$ cat src/sv/servo_bus_response_receiver_core_assert.svh
// Assertion macros for the servo bus response receiver.
`ifndef SERVO_BUS_RESPONSE_RECEIVER_CORE_ASSERT_SVH
`define SERVO_BUS_RESPONSE_RECEIVER_CORE_ASSERT_SVH

// Same-cycle implication, disabled during reset.
`define SBRR_ASSERT_NOW(label, clk, rst, ante, cons, msg) \
  label: assert property (@(posedge clk) disable iff (rst) (ante) |-> (cons)) \
    else $error(msg);

// Next-cycle implication, disabled during reset.
`define SBRR_ASSERT_NEXT(label, clk, rst, ante, cons, msg) \
  label: assert property (@(posedge clk) disable iff (rst) (ante) |=> (cons)) \
    else $error(msg);

`endif

$ cat src/sv/sbrr_pkg.sv
`timescale 1ns / 1ps
`default_nettype none

package sbrr_pkg;

  localparam int MAX_PARAMS = 4;

  localparam logic [7:0] HDR_BYTE = 8'h55;
  localparam logic [7:0] CMD_POS  = 8'd28;
  localparam logic [7:0] CMD_VIN  = 8'd27;
  localparam logic [7:0] CMD_TEMP = 8'd26;

  localparam logic [7:0]  SERVO_ID_RESET   = 8'h01;
  localparam logic [15:0] TIMEOUT_MS_RESET = 16'd100;

  localparam logic [1:0] REQ_BYTE  = 2'd0;
  localparam logic [1:0] REQ_SEND  = 2'd1;
  localparam logic [1:0] REQ_CHECK = 2'd2;

  localparam logic [1:0] EV_NONE    = 2'd0;
  localparam logic [1:0] EV_ACCEPT  = 2'd1;
  localparam logic [1:0] EV_REJECT  = 2'd2;
  localparam logic [1:0] EV_TIMEOUT = 2'd3;

  // Register indexes on the configuration port (byte address bit 2).
  localparam logic REG_SERVO_ID   = 1'b0;
  localparam logic REG_TIMEOUT_MS = 1'b1;

  typedef enum logic [2:0] {
    PH_HUNT1,
    PH_HUNT2,
    PH_ADDR,
    PH_LEN,
    PH_BODY
  } phase_t;

  typedef struct packed {
    logic [1:0]  req_type;
    logic [7:0]  rx_byte;
    logic [31:0] now_ms;
  } req_t;

  typedef struct packed {
    logic [1:0]  event_res;
    logic [7:0]  resp_cmd;
    logic [15:0] position_ticks;
    logic [15:0] voltage_mv;
    logic [7:0]  temperature_c;
    logic        waiting;
    logic        timeout_fault;
  } rsp_t;

  typedef struct packed {
    logic [7:0]  servo_id;
    logic [15:0] timeout_ms;
  } cfg_t;

endpackage

`default_nettype wire

$ cat src/sv/servo_bus_response_receiver_core.sv
`timescale 1ns / 1ps
`default_nettype none

// Servo bus response receiver. Each transaction on the request channel carries
// one received bus byte, a request-sent notice (arms the reply timeout with
// now_ms) or a time check, and produces exactly one response transaction, held in
// the output buffer. A new request is taken every cycle while req_stall is low:
// the parser keeps a running checksum so each byte is finished in a single pass,
// and a two-entry output buffer (result register plus skid entry) lets one more
// request in while a result is stalled. req_stall rises only while both entries
// are full. servo_id sits at byte address 0 and timeout_ms at byte address 4.

`include "servo_bus_response_receiver_core_assert.svh"

module servo_bus_response_receiver_core
  import sbrr_pkg::*;
(
  input  wire logic        clk,
  input  wire logic        rst,
  input  wire logic        req_valid,
  output logic             req_stall,
  input  wire req_t        req_data,
  output logic             rsp_valid,
  input  wire logic        rsp_stall,
  output rsp_t             rsp_data,
  input  wire logic        psel,
  input  wire logic        penable,
  input  wire logic        pwrite,
  input  wire logic [2:0]  paddr,
  input  wire logic [31:0] pwdata,
  output logic [31:0]      prdata,
  output logic             pready
);

  cfg_t cfg;
  rsp_t result;
  logic accept;
  logic full;

  assign req_stall = full;
  assign accept    = req_valid && !req_stall;

  sbrr_cfg_regs u_cfg (
    .clk     (clk),
    .rst     (rst),
    .psel    (psel),
    .penable (penable),
    .pwrite  (pwrite),
    .paddr   (paddr),
    .pwdata  (pwdata),
    .prdata  (prdata),
    .pready  (pready),
    .cfg     (cfg)
  );

  sbrr_frame_parser u_parser (
    .clk    (clk),
    .rst    (rst),
    .accept (accept),
    .req    (req_data),
    .cfg    (cfg),
    .rsp    (result)
  );

  sbrr_out_buffer u_out (
    .clk       (clk),
    .rst       (rst),
    .load      (accept),
    .load_data (result),
    .full      (full),
    .rsp_valid (rsp_valid),
    .rsp_stall (rsp_stall),
    .rsp_data  (rsp_data)
  );

  `SBRR_ASSERT_NOW(a_stall_needs_result, clk, rst, req_stall, rsp_valid,
                   "stall with no result held")
  `SBRR_ASSERT_NEXT(a_stall_clears, clk, rst, req_stall && !rsp_stall, !req_stall,
                    "skid did not drain")
  `SBRR_ASSERT_NOW(a_accept_clears_wait, clk, rst,
                   rsp_valid && rsp_data.event_res == EV_ACCEPT, !rsp_data.waiting,
                   "waiting set after accepted frame")
  `SBRR_ASSERT_NOW(a_timeout_faults, clk, rst,
                   rsp_valid && rsp_data.event_res == EV_TIMEOUT,
                   rsp_data.timeout_fault && !rsp_data.waiting,
                   "timeout without fault")

endmodule

`default_nettype wire

$ cat src/sv/sbrr_cfg_regs.sv
`timescale 1ns / 1ps
`default_nettype none

module sbrr_cfg_regs
  import sbrr_pkg::*;
(
  input  wire logic        clk,
  input  wire logic        rst,
  input  wire logic        psel,
  input  wire logic        penable,
  input  wire logic        pwrite,
  input  wire logic [2:0]  paddr,
  input  wire logic [31:0] pwdata,
  output logic [31:0]      prdata,
  output logic             pready,
  output cfg_t             cfg
);

  logic [7:0]  servo_id;
  logic [15:0] timeout_ms;
  logic        wr_en;

  assign pready = 1'b1;
  assign wr_en  = psel && penable && pwrite && pready;

  always_ff @(posedge clk) begin
    if (rst) begin
      servo_id   <= SERVO_ID_RESET;
      timeout_ms <= TIMEOUT_MS_RESET;
    end else if (wr_en) begin
      case (paddr[2])
        REG_SERVO_ID:   servo_id   <= pwdata[7:0];
        REG_TIMEOUT_MS: timeout_ms <= pwdata[15:0];
        default: ;
      endcase
    end
  end

  always_comb begin
    case (paddr[2])
      REG_SERVO_ID:   prdata = {24'd0, servo_id};
      REG_TIMEOUT_MS: prdata = {16'd0, timeout_ms};
      default:        prdata = 32'd0;
    endcase
  end

  assign cfg.servo_id   = servo_id;
  assign cfg.timeout_ms = timeout_ms;

endmodule

`default_nettype wire

$ cat src/sv/sbrr_frame_parser.sv
`timescale 1ns / 1ps
`default_nettype none

module sbrr_frame_parser
  import sbrr_pkg::*;
(
  input  wire logic clk,
  input  wire logic rst,
  input  wire logic accept,
  input  wire req_t req,
  input  wire cfg_t cfg,
  output rsp_t      rsp
);

  phase_t      phase, phase_next;
  logic [3:0]  byte_index, byte_index_next;
  logic [3:0]  frame_total, frame_total_next;
  logic [7:0]  running_sum, running_sum_next;
  logic [7:0]  frame_addr, frame_addr_next;
  logic [7:0]  frame_cmd, frame_cmd_next;
  logic [7:0]  param_store [MAX_PARAMS];
  logic        awaiting_reply, awaiting_reply_next;
  logic [31:0] request_stamp, request_stamp_next;
  logic        fault_bit, fault_bit_next;
  logic [15:0] position_reg, position_reg_next;
  logic [15:0] voltage_reg, voltage_reg_next;
  logic [7:0]  temperature_reg, temperature_reg_next;

  logic [7:0]  b;
  logic        is_byte;
  logic [3:0]  idx_inc;
  logic [1:0]  param_off;
  logic [3:0]  nparams;
  logic        in_body;
  logic        frame_ok;
  logic        param_we;
  logic [31:0] elapsed;
  logic [1:0]  ev;
  logic [7:0]  cmd_out;

  assign b         = req.rx_byte;
  assign is_byte   = (req.req_type == REQ_BYTE);
  assign idx_inc   = byte_index + 4'd1;
  assign param_off = 2'(byte_index - 4'd5);
  assign nparams   = frame_total - 4'd6;
  assign in_body   = (idx_inc < frame_total);
  assign frame_ok  = (b == ~running_sum) && (frame_addr == cfg.servo_id);
  assign elapsed   = req.now_ms - request_stamp;

  // Header and length tracking.
  always_comb begin
    phase_next       = phase;
    byte_index_next  = byte_index;
    frame_total_next = frame_total;
    if (is_byte) begin
      case (phase)
        PH_HUNT1: begin
          if (b == HDR_BYTE) begin
            phase_next      = PH_HUNT2;
            byte_index_next = 4'd1;
          end
        end
        PH_HUNT2: begin
          if (b == HDR_BYTE) begin
            phase_next      = PH_ADDR;
            byte_index_next = 4'd2;
          end else begin
            phase_next       = PH_HUNT1;
            byte_index_next  = 4'd0;
            frame_total_next = 4'd0;
          end
        end
        PH_ADDR: begin
          phase_next      = PH_LEN;
          byte_index_next = 4'd3;
        end
        PH_LEN: begin
          if (b inside {[8'd3:8'd7]}) begin
            phase_next       = PH_BODY;
            byte_index_next  = 4'd4;
            frame_total_next = b[3:0] + 4'd3;
          end else begin
            phase_next       = PH_HUNT1;
            byte_index_next  = 4'd0;
            frame_total_next = 4'd0;
          end
        end
        PH_BODY: begin
          if (in_body) begin
            byte_index_next = idx_inc;
          end else begin
            phase_next       = PH_HUNT1;
            byte_index_next  = 4'd0;
            frame_total_next = 4'd0;
          end
        end
        default: begin
          phase_next       = PH_HUNT1;
          byte_index_next  = 4'd0;
          frame_total_next = 4'd0;
        end
      endcase
    end
  end

  // Checksum, frame fields, raw registers, timeout and result.
  always_comb begin
    running_sum_next     = running_sum;
    frame_addr_next      = frame_addr;
    frame_cmd_next       = frame_cmd;
    awaiting_reply_next  = awaiting_reply;
    request_stamp_next   = request_stamp;
    fault_bit_next       = fault_bit;
    position_reg_next    = position_reg;
    voltage_reg_next     = voltage_reg;
    temperature_reg_next = temperature_reg;
    param_we             = 1'b0;
    ev                   = EV_NONE;
    cmd_out              = 8'd0;
    case (req.req_type)
      REQ_BYTE: begin
        case (phase)
          PH_HUNT1: ;
          PH_HUNT2: begin
            if (b != HDR_BYTE) running_sum_next = 8'd0;
          end
          PH_ADDR: begin
            frame_addr_next  = b;
            running_sum_next = b;
          end
          PH_LEN: begin
            if (b inside {[8'd3:8'd7]}) running_sum_next = running_sum + b;
            else running_sum_next = 8'd0;
          end
          PH_BODY: begin
            if (in_body) begin
              if (byte_index == 4'd4) frame_cmd_next = b;
              else param_we = (byte_index inside {[4'd5:4'd8]});
              running_sum_next = running_sum + b;
            end else begin
              // checksum byte closes the frame
              running_sum_next = 8'd0;
              cmd_out          = frame_cmd;
              if (!frame_ok) begin
                ev = EV_REJECT;
              end else begin
                ev                  = EV_ACCEPT;
                awaiting_reply_next = 1'b0;
                if (frame_cmd == CMD_POS && nparams >= 4'd2)
                  position_reg_next = {param_store[1], param_store[0]};
                else if (frame_cmd == CMD_VIN && nparams >= 4'd2)
                  voltage_reg_next = {param_store[1], param_store[0]};
                else if (frame_cmd == CMD_TEMP && nparams >= 4'd1)
                  temperature_reg_next = param_store[0];
              end
            end
          end
          default: running_sum_next = 8'd0;
        endcase
      end
      REQ_SEND: begin
        awaiting_reply_next = 1'b1;
        request_stamp_next  = req.now_ms;
      end
      REQ_CHECK: begin
        if (awaiting_reply && elapsed > {16'd0, cfg.timeout_ms}) begin
          awaiting_reply_next = 1'b0;
          fault_bit_next      = 1'b1;
          ev                  = EV_TIMEOUT;
        end
      end
      default: ;
    endcase
  end

  always_ff @(posedge clk) begin
    if (rst) begin
      phase           <= PH_HUNT1;
      byte_index      <= 4'd0;
      frame_total     <= 4'd0;
      running_sum     <= 8'd0;
      frame_addr      <= 8'd0;
      frame_cmd       <= 8'd0;
      awaiting_reply  <= 1'b0;
      request_stamp   <= 32'd0;
      fault_bit       <= 1'b0;
      position_reg    <= 16'd0;
      voltage_reg     <= 16'd0;
      temperature_reg <= 8'd0;
    end else if (accept) begin
      phase           <= phase_next;
      byte_index      <= byte_index_next;
      frame_total     <= frame_total_next;
      running_sum     <= running_sum_next;
      frame_addr      <= frame_addr_next;
      frame_cmd       <= frame_cmd_next;
      awaiting_reply  <= awaiting_reply_next;
      request_stamp   <= request_stamp_next;
      fault_bit       <= fault_bit_next;
      position_reg    <= position_reg_next;
      voltage_reg     <= voltage_reg_next;
      temperature_reg <= temperature_reg_next;
    end
  end

  always_ff @(posedge clk) begin
    if (accept && is_byte && param_we) param_store[param_off] <= b;
  end

  assign rsp.event_res      = ev;
  assign rsp.resp_cmd       = cmd_out;
  assign rsp.position_ticks = position_reg_next;
  assign rsp.voltage_mv     = voltage_reg_next;
  assign rsp.temperature_c  = temperature_reg_next;
  assign rsp.waiting        = awaiting_reply_next;
  assign rsp.timeout_fault  = fault_bit_next;

endmodule

`default_nettype wire

$ cat src/sv/sbrr_out_buffer.sv
`timescale 1ns / 1ps
`default_nettype none

module sbrr_out_buffer
  import sbrr_pkg::*;
(
  input  wire logic clk,
  input  wire logic rst,
  input  wire logic load,
  input  wire rsp_t load_data,
  output logic      full,
  output logic      rsp_valid,
  input  wire logic rsp_stall,
  output rsp_t      rsp_data
);

  rsp_t skid_data;
  logic skid_valid;

  assign full = skid_valid;

  always_ff @(posedge clk) begin
    if (rst) begin
      rsp_valid  <= 1'b0;
      skid_valid <= 1'b0;
    end else if (!rsp_valid || !rsp_stall) begin
      // advance: drain the skid entry first
      if (skid_valid) begin
        rsp_valid  <= 1'b1;
        skid_valid <= 1'b0;
      end else begin
        rsp_valid <= load;
      end
    end else if (load) begin
      skid_valid <= 1'b1;
    end
  end

  always_ff @(posedge clk) begin
    if (!rsp_valid || !rsp_stall) begin
      if (skid_valid) rsp_data <= skid_data;
      else if (load) rsp_data <= load_data;
    end else if (load) begin
      skid_data <= load_data;
    end
  end

endmodule

`default_nettype wire
$ cat config.mk
export PLATFORM = sky130hd
export DESIGN_NAME = servo_bus_response_receiver_core
export DESIGN_NICKNAME = d
export VERILOG_FILES = /design/src/sv/sbrr_pkg.sv /design/src/sv/servo_bus_response_receiver_core.sv /design/src/sv/sbrr_cfg_regs.sv /design/src/sv/sbrr_frame_parser.sv /design/src/sv/sbrr_out_buffer.sv
export VERILOG_INCLUDE_DIRS = /design/src /design/src/sv
export SDC_FILE = /design/constraint.sdc
export NUM_CORES = 1
export LEC_CHECK = 0
export ABC_AREA = 1
export BUFFER_PORTS_ARGS = -buffer_cell sky130_fd_sc_hd__buf_2
export CORE_MARGIN = 1
export CORE_UTILIZATION = 45
export DETAILED_ROUTE_END_ITERATION = 12
export PLACE_DENSITY = 0.78
export SYNTH_ARGS = -nofsm -noshare
export SYNTH_HDL_FRONTEND = slang
export SYNTH_SLANG_ARGS = --single-unit
$ cat constraint.sdc
create_clock -name clk -period 3.6 [get_ports clk]
set_input_delay 0.72 -clock clk [delete_from_list [all_inputs] [get_ports clk]]
set_output_delay 0.72 -clock clk [all_outputs]
set_load 0.005 [all_outputs]
* Word-level counts from Yosys, hierarchy flattened
Memory sizes are Yosys's and may differ from the RTL's.
Index checks and enable logic that the tools add are counted.
W data, S select, Z words.
** Word-level totals
- Memory bits (read-only) :: 0
- Word-level logic and storage cells :: 161
- Bits of input ports :: 84
- Memory bits (writable) :: 32
- Output and inout bits :: 87
- Latch bits :: 0
- Memories kept :: 1
- Register bits :: 239
** Cells by class
- Div/mod/pow operators :: 0
- Reduce and logical (&&, ||, !) cells :: 32
- Bitwise gates (word level) :: 5
- Shift-type cells :: 0
- Multiplexer cells :: 61
- Multipliers :: 0
- Equality and inequality tests :: 18
- Order comparisons :: 8
- Add/sub/neg operators :: 6
** Memory list
- u_parser.param_store :: words 4, bits a word 8, read ports 2, clocked after memory_dff 0, write ports 1, RTL line sbrr_frame_parser.sv:21 : logic [7:0] param_store [MAX_PARAMS];
** Operator list (count)
- $mux W16 :: 11
- $mux W52 :: 2
- $mux W8 :: 13
- $pmux W32 S2 :: 1
- $pmux W8 S5 :: 1
- $gt A32 B16 Y1 :: 1
- $sub A32 B32 Y32 :: 1
- $eq A8 B5 Y1 const B :: 3
- $mux W4 :: 5
- $pmux W4 S5 :: 1
- $eq A8 B8 Y1 :: 2
- $pmux W4 S4 :: 1
- $pmux W3 S5 :: 1
- $mux W1 :: 13
- $logic_and A1 B1 Y1 :: 12
- $mux W2 :: 6
- $mux W3 :: 4
- $reduce_and A2 Y1 :: 5
- $reduce_and A5 Y1 :: 2
- $add A8 B8 Y8 :: 1
- $eq A8 B7 Y1 const B :: 1
- $ge A8 B2 Y1 const B :: 1
- $le A8 B3 Y1 const B :: 1
- $ne A8 B7 Y1 const B :: 1
- other kinds (29) :: 40

* Longest topological paths before layout
- Depth after elaboration :: 12
- Depth in mapped cells :: 28
- Depth with buffers taken out :: 28

* Hierarchy
Synthesis repeated with hierarchy kept, for this count alone.
** Unflattened totals
- Cells, all modules :: 1903
- Area, all modules :: 14931.8 µm²
** By module, submodules not included
- sbrr_frame_parser :: seq. area each 2662.6 µm², cells an instance 1409, times used 1, area an instance 9298.9 µm²
- sbrr_out_buffer :: seq. area each 3163.0 µm², cells an instance 282, times used 1, area an instance 4244.1 µm²
- sbrr_cfg_regs :: seq. area each 480.5 µm², cells an instance 210, times used 1, area an instance 1378.8 µm²
- servo_bus_response_receiver_core :: seq. area each 0.0 µm², cells an instance 2, times used 1, area an instance 10.0 µm²

* Worst setup path after synthesis
Ideal clock, no wire load.
- Kind :: input-to-reg
- Start :: input req_valid
- End :: register u_out.rsp_data[0] (netlist name)
- Required time :: 3.121 ns
- Slack :: -0.208 ns
- Data arrival time :: 3.329 ns
- Path buffers :: 0
- Library setup time :: 0.479 ns
- Cell stages on the path :: 2
- Cells stage by stage :: nor2_1 a21oi_1
** On the way
- Longest elaborated chain between the ends :: 3
** Ends and longest elaborated chain
- start: declaration :: RTL line servo_bus_response_receiver_core.sv:20 : input wire logic req_valid,
- $logic_and A1 B1 Y1 :: RTL line servo_bus_response_receiver_core.sv:41 : assign accept = req_valid && !req_stall;
- $reduce_bool A2 Y1 (no line)
- $reduce_and A2 Y1 (no line)
No other way between the ends.
A chain may end at the register's enable or synchronous reset.

==> impl_metrics.py <==
metrics = {
    "final_layout": {
        "drive_above_1_share_pct": 20.8,
        "final_common_cell": "nand2_1",
        "reg_top3": "u_out.rsp_data x52, u_out.skid_data x52, u_parser.request_stamp x32",
        "final_util_pct": 54.9,
        "finalNetCount": 2137,
        "area_growth_pct": 19.8,
        "fin_area_um2": 16800,
        "most-common-layout-cells": "nand2_1 (424), inv_1 (322), a21oi_1 (141)",
        "nFillCells": 2729,
    },
    "hold_path": {
        "hold_class": "primary input to flip-flop",
        "min_path_cells": 3,
        "min_from": "pwdata[5]",
    },
    "yosys": {
        "syn-instance-count": 1801,
        "syn_area_per_cell_um2": 7.80,
        "yosys_warnings": 0,
        "netlist_area_um2": 14100,
        "synth_seq_cells": 255,
        "synth-edff-count": 120,
        "synth.distinct_cells": 48,
        "synthArstFlopShare_pct": 0,
        "yosysSeqAreaShare_pct": 44.9,
        "synthFlopType": "dfxtp_1",
    },
    "pwr": {
        "total_power_mw": 7.47,
        "vdd_ir_drop_max_uv": 401,
        "power.share.sequential_pct": 43.0,
        "leakage_nw": 8.01,
        "p_comb_share_pct": 16.1,
        "powerDensity_nw_per_um2": 444,
        "p_int_mw": 5.54,
        "power_frac_clock_pct": 40.9,
        "switching_share_pct": 25.9,
        "p_sw_mw": 1.94,
    },
    "clocking": {
        "holdBufCountCts": 0,
        "clk_pin_slew_ps": 60,
        "cts_tree": "built",
        "cts_buffer_depth": 3,
        "htreeDepth": 1,
        "cts_root_buf": "clkbuf_16",
        "clkLatencyLatePin_ps": 550,
        "cts_inserted_buffers": 27,
        "clkSinkCount": 255,
    },
    "floorplanning": {
        "die-area_um2": 31900,
        "fp.dieW_um": 179,
        "num_io_pins": 171,
        "die_y_um": 179,
        "start_util_pct": 45.8,
        "num_rows": 64,
        "core_region_area_um2": 30700,
    },
    "flow_run": {
        "maxCapViolCount": 0,
    },
    "critical_path": {
        "reg2reg_depth": 25,
        "cpLargestDelayFamily": "simple AND/OR/NAND/NOR gates",
        "cpMostUsedCell": "nand2_1",
        "crit_buf_inv": 2,
        "cp-startpoint": "u_parser.request_stamp[7]$_SDFFE_PP0P_",
        "slowest_delay_ps": 300,
        "cp_max_fo": 4,
        "reg2reg_slack_ps": 290,
        "cpMaxStageDelayCell": "dfxtp_1",
        "cp-end-kind": "flip-flop",
        "start_kind": "flip-flop",
        "path_class": "flip-flop to flip-flop",
        "required_ps": 3900,
        "reg2reg_from": "u_parser.request_stamp[7]$_SDFFE_PP0P_",
        "worst-path-stages": 25,
        "cp.arrival_ps": 3610,
    },
    "drt": {
        "drtPass1Iterations": 5,
        "post_drt_wl_per_cell_um": 14.2,
        "via_count": 12000,
        "antenna_left": 0,
        "viasPerCell": 4.98,
        "wl_um": 34000,
        "drc": 0,
        "drt_iter0_drc": 931,
    },
    "timing": {
        "finalCritPeriodShare_pct": 92.0,
        "hold_viol": 0,
        "min_period_ps": 3310,
        "setup_viol": 0,
        "holdWs_ps": 410,
        "setup_tns_ps": 0,
        "fmax_mhz": 302,
        "drv_slew": 0,
        "fin_skew_ps": 10.7,
        "worst_slew_pin_slew_ps": 1000,
        "max_slew_margin_pct": 33.3,
    },
    "grt": {
        "grt_max_degree": 109,
        "overflow": 0,
        "grt_pass1_vias": 11200,
        "track_usage_pct": 21.0,
        "antenna_found_initial": 2,
        "grt_pass1_wl_um": 53900,
    },
    "placed_design": {
        "port_buffers": 135,
        "place_hpwl_um": 24900,
        "routabilityCongestion": 0.888,
        "postPlaceCellArea_um2": 15500,
    },
    "status": {
        "status": "finished clean",
    },
}
==> cell usage after synthesis, types with 2 or more instances <==
cell	instances	area [um^2]
nand2_1	439	1650
inv_1	325	1220
a21oi_1	145	726
dfxtp_1	135	2700
o21ai_0	128	641
edfxtp_1	120	3600
nor2_1	99	372
ha_1	65	813
nand3_1	49	245
o21ai_2	46	403
clkbuf_1	45	169
o21ai_1	35	175
xor2_1	19	166
buf_4	18	135
nand2_2	18	113
nand4_1	13	81.3
a21oi_2	12	105
xnor2_1	11	96.3
a211oi_1	8	60.1
nor2_2	8	50.1
buf_6	6	67.6
nor3_1	6	30.0
o22ai_1	6	37.5
nor4_1	5	31.3
inv_2	4	15.0
and2_1	3	18.8
nor3_2	3	30.0
o21bai_1	3	22.5
and3_1	2	12.5
conb_1	2	7.51
fa_1	2	40.0
nand3b_1	2	15.0
nand4_4	2	42.5
o211ai_1	2	15.0
or2_2	2	12.5
==> kinds of logic after synthesis <==
logic type                 Yosys count  synth area share [%]
DFF                                255                  44.9
AOI/OAI and AO/OA                  388                  15.7
other                                2                0.0534
buffers and inverters              402                  11.6
adders and majority gates           67                  6.07
xor gates and xnor gates            30                  1.87
and+or+nand+nor                    657                  19.8
==> power by group through the flow <==
stage	Clock, mW	Combinational (mW)	Sequential, mW
after floorplan	0	0.713	3.27
after global placement	0	1.08	3.27
after detailed placement	0	1.12	3.28
after CTS	3.11	1.13	3.21
after global routing	3.22	1.36	3.22
final	3.05	1.21	3.21
==> routing by layer <==
layer / vias to the layer above / share of wire, % / track usage (%)
li1: 6130 / - / -
met5: - / 0.038 / 0
met3: 73 / 5.7 / 3.39
met4: 2 / 2.8 / 6.64
met2: 342 / 48 / 36.6
met1: 5434 / 43 / 26.5
==> timing repair <==
item / in CTS / in global routing
buffers inserted: 0 / 6
endpoints found under the setup margin: 0 / 10
resized for setup: 0 / 57
==> final timing paths <==
kind | endpoint
hold reg to reg | u_parser.request_stamp[20]$_SDFFE_PP0P_
hold / removal | u_cfg.timeout_ms[5]$_SDFFE_PP1P_
setup reg to reg | u_out.rsp_data[0]$_DFFE_PP_
setup / recovery | u_out.rsp_data[0]$_DFFE_PP_
==> layout make-up <==
type | count | area (um^2) | share of cell area [%]
diodes | 1 | 2.50 | 0.0149
clock inverters | 20 | 295 | 1.75
repair buffers | 211 | 1280 | 7.63
flip-flops and latches | 255 | 6310 | 37.5
inverters | 332 | 1250 | 7.43
well taps | 396 | 495 | 2.94
multi-input cells | 1159 | 6510 | 38.7
clock buffers | 30 | 687 | 4.08
==> worst reg2reg max path: cells and delay by family, from the launching register on <==
family                   cells  cell delay [ps]
AND/OR/NAND/NOR             19             1590
adder cells (fa/ha/maj)      2              580
flip-flops                   1              300
XOR/XNOR                     1              240
buffers and inverters        2              210
AO/OA/AOI/OAI                1              130
==> metrics by stage <==
step,worst slack (ps),instances
final,288,2404
after global routing,-39.9,2403
after CTS,153,2397
after detailed placement,-367,2347
after global placement,-276,2347
after floorplan,111,1816
(Power assumes the default switching activity.)
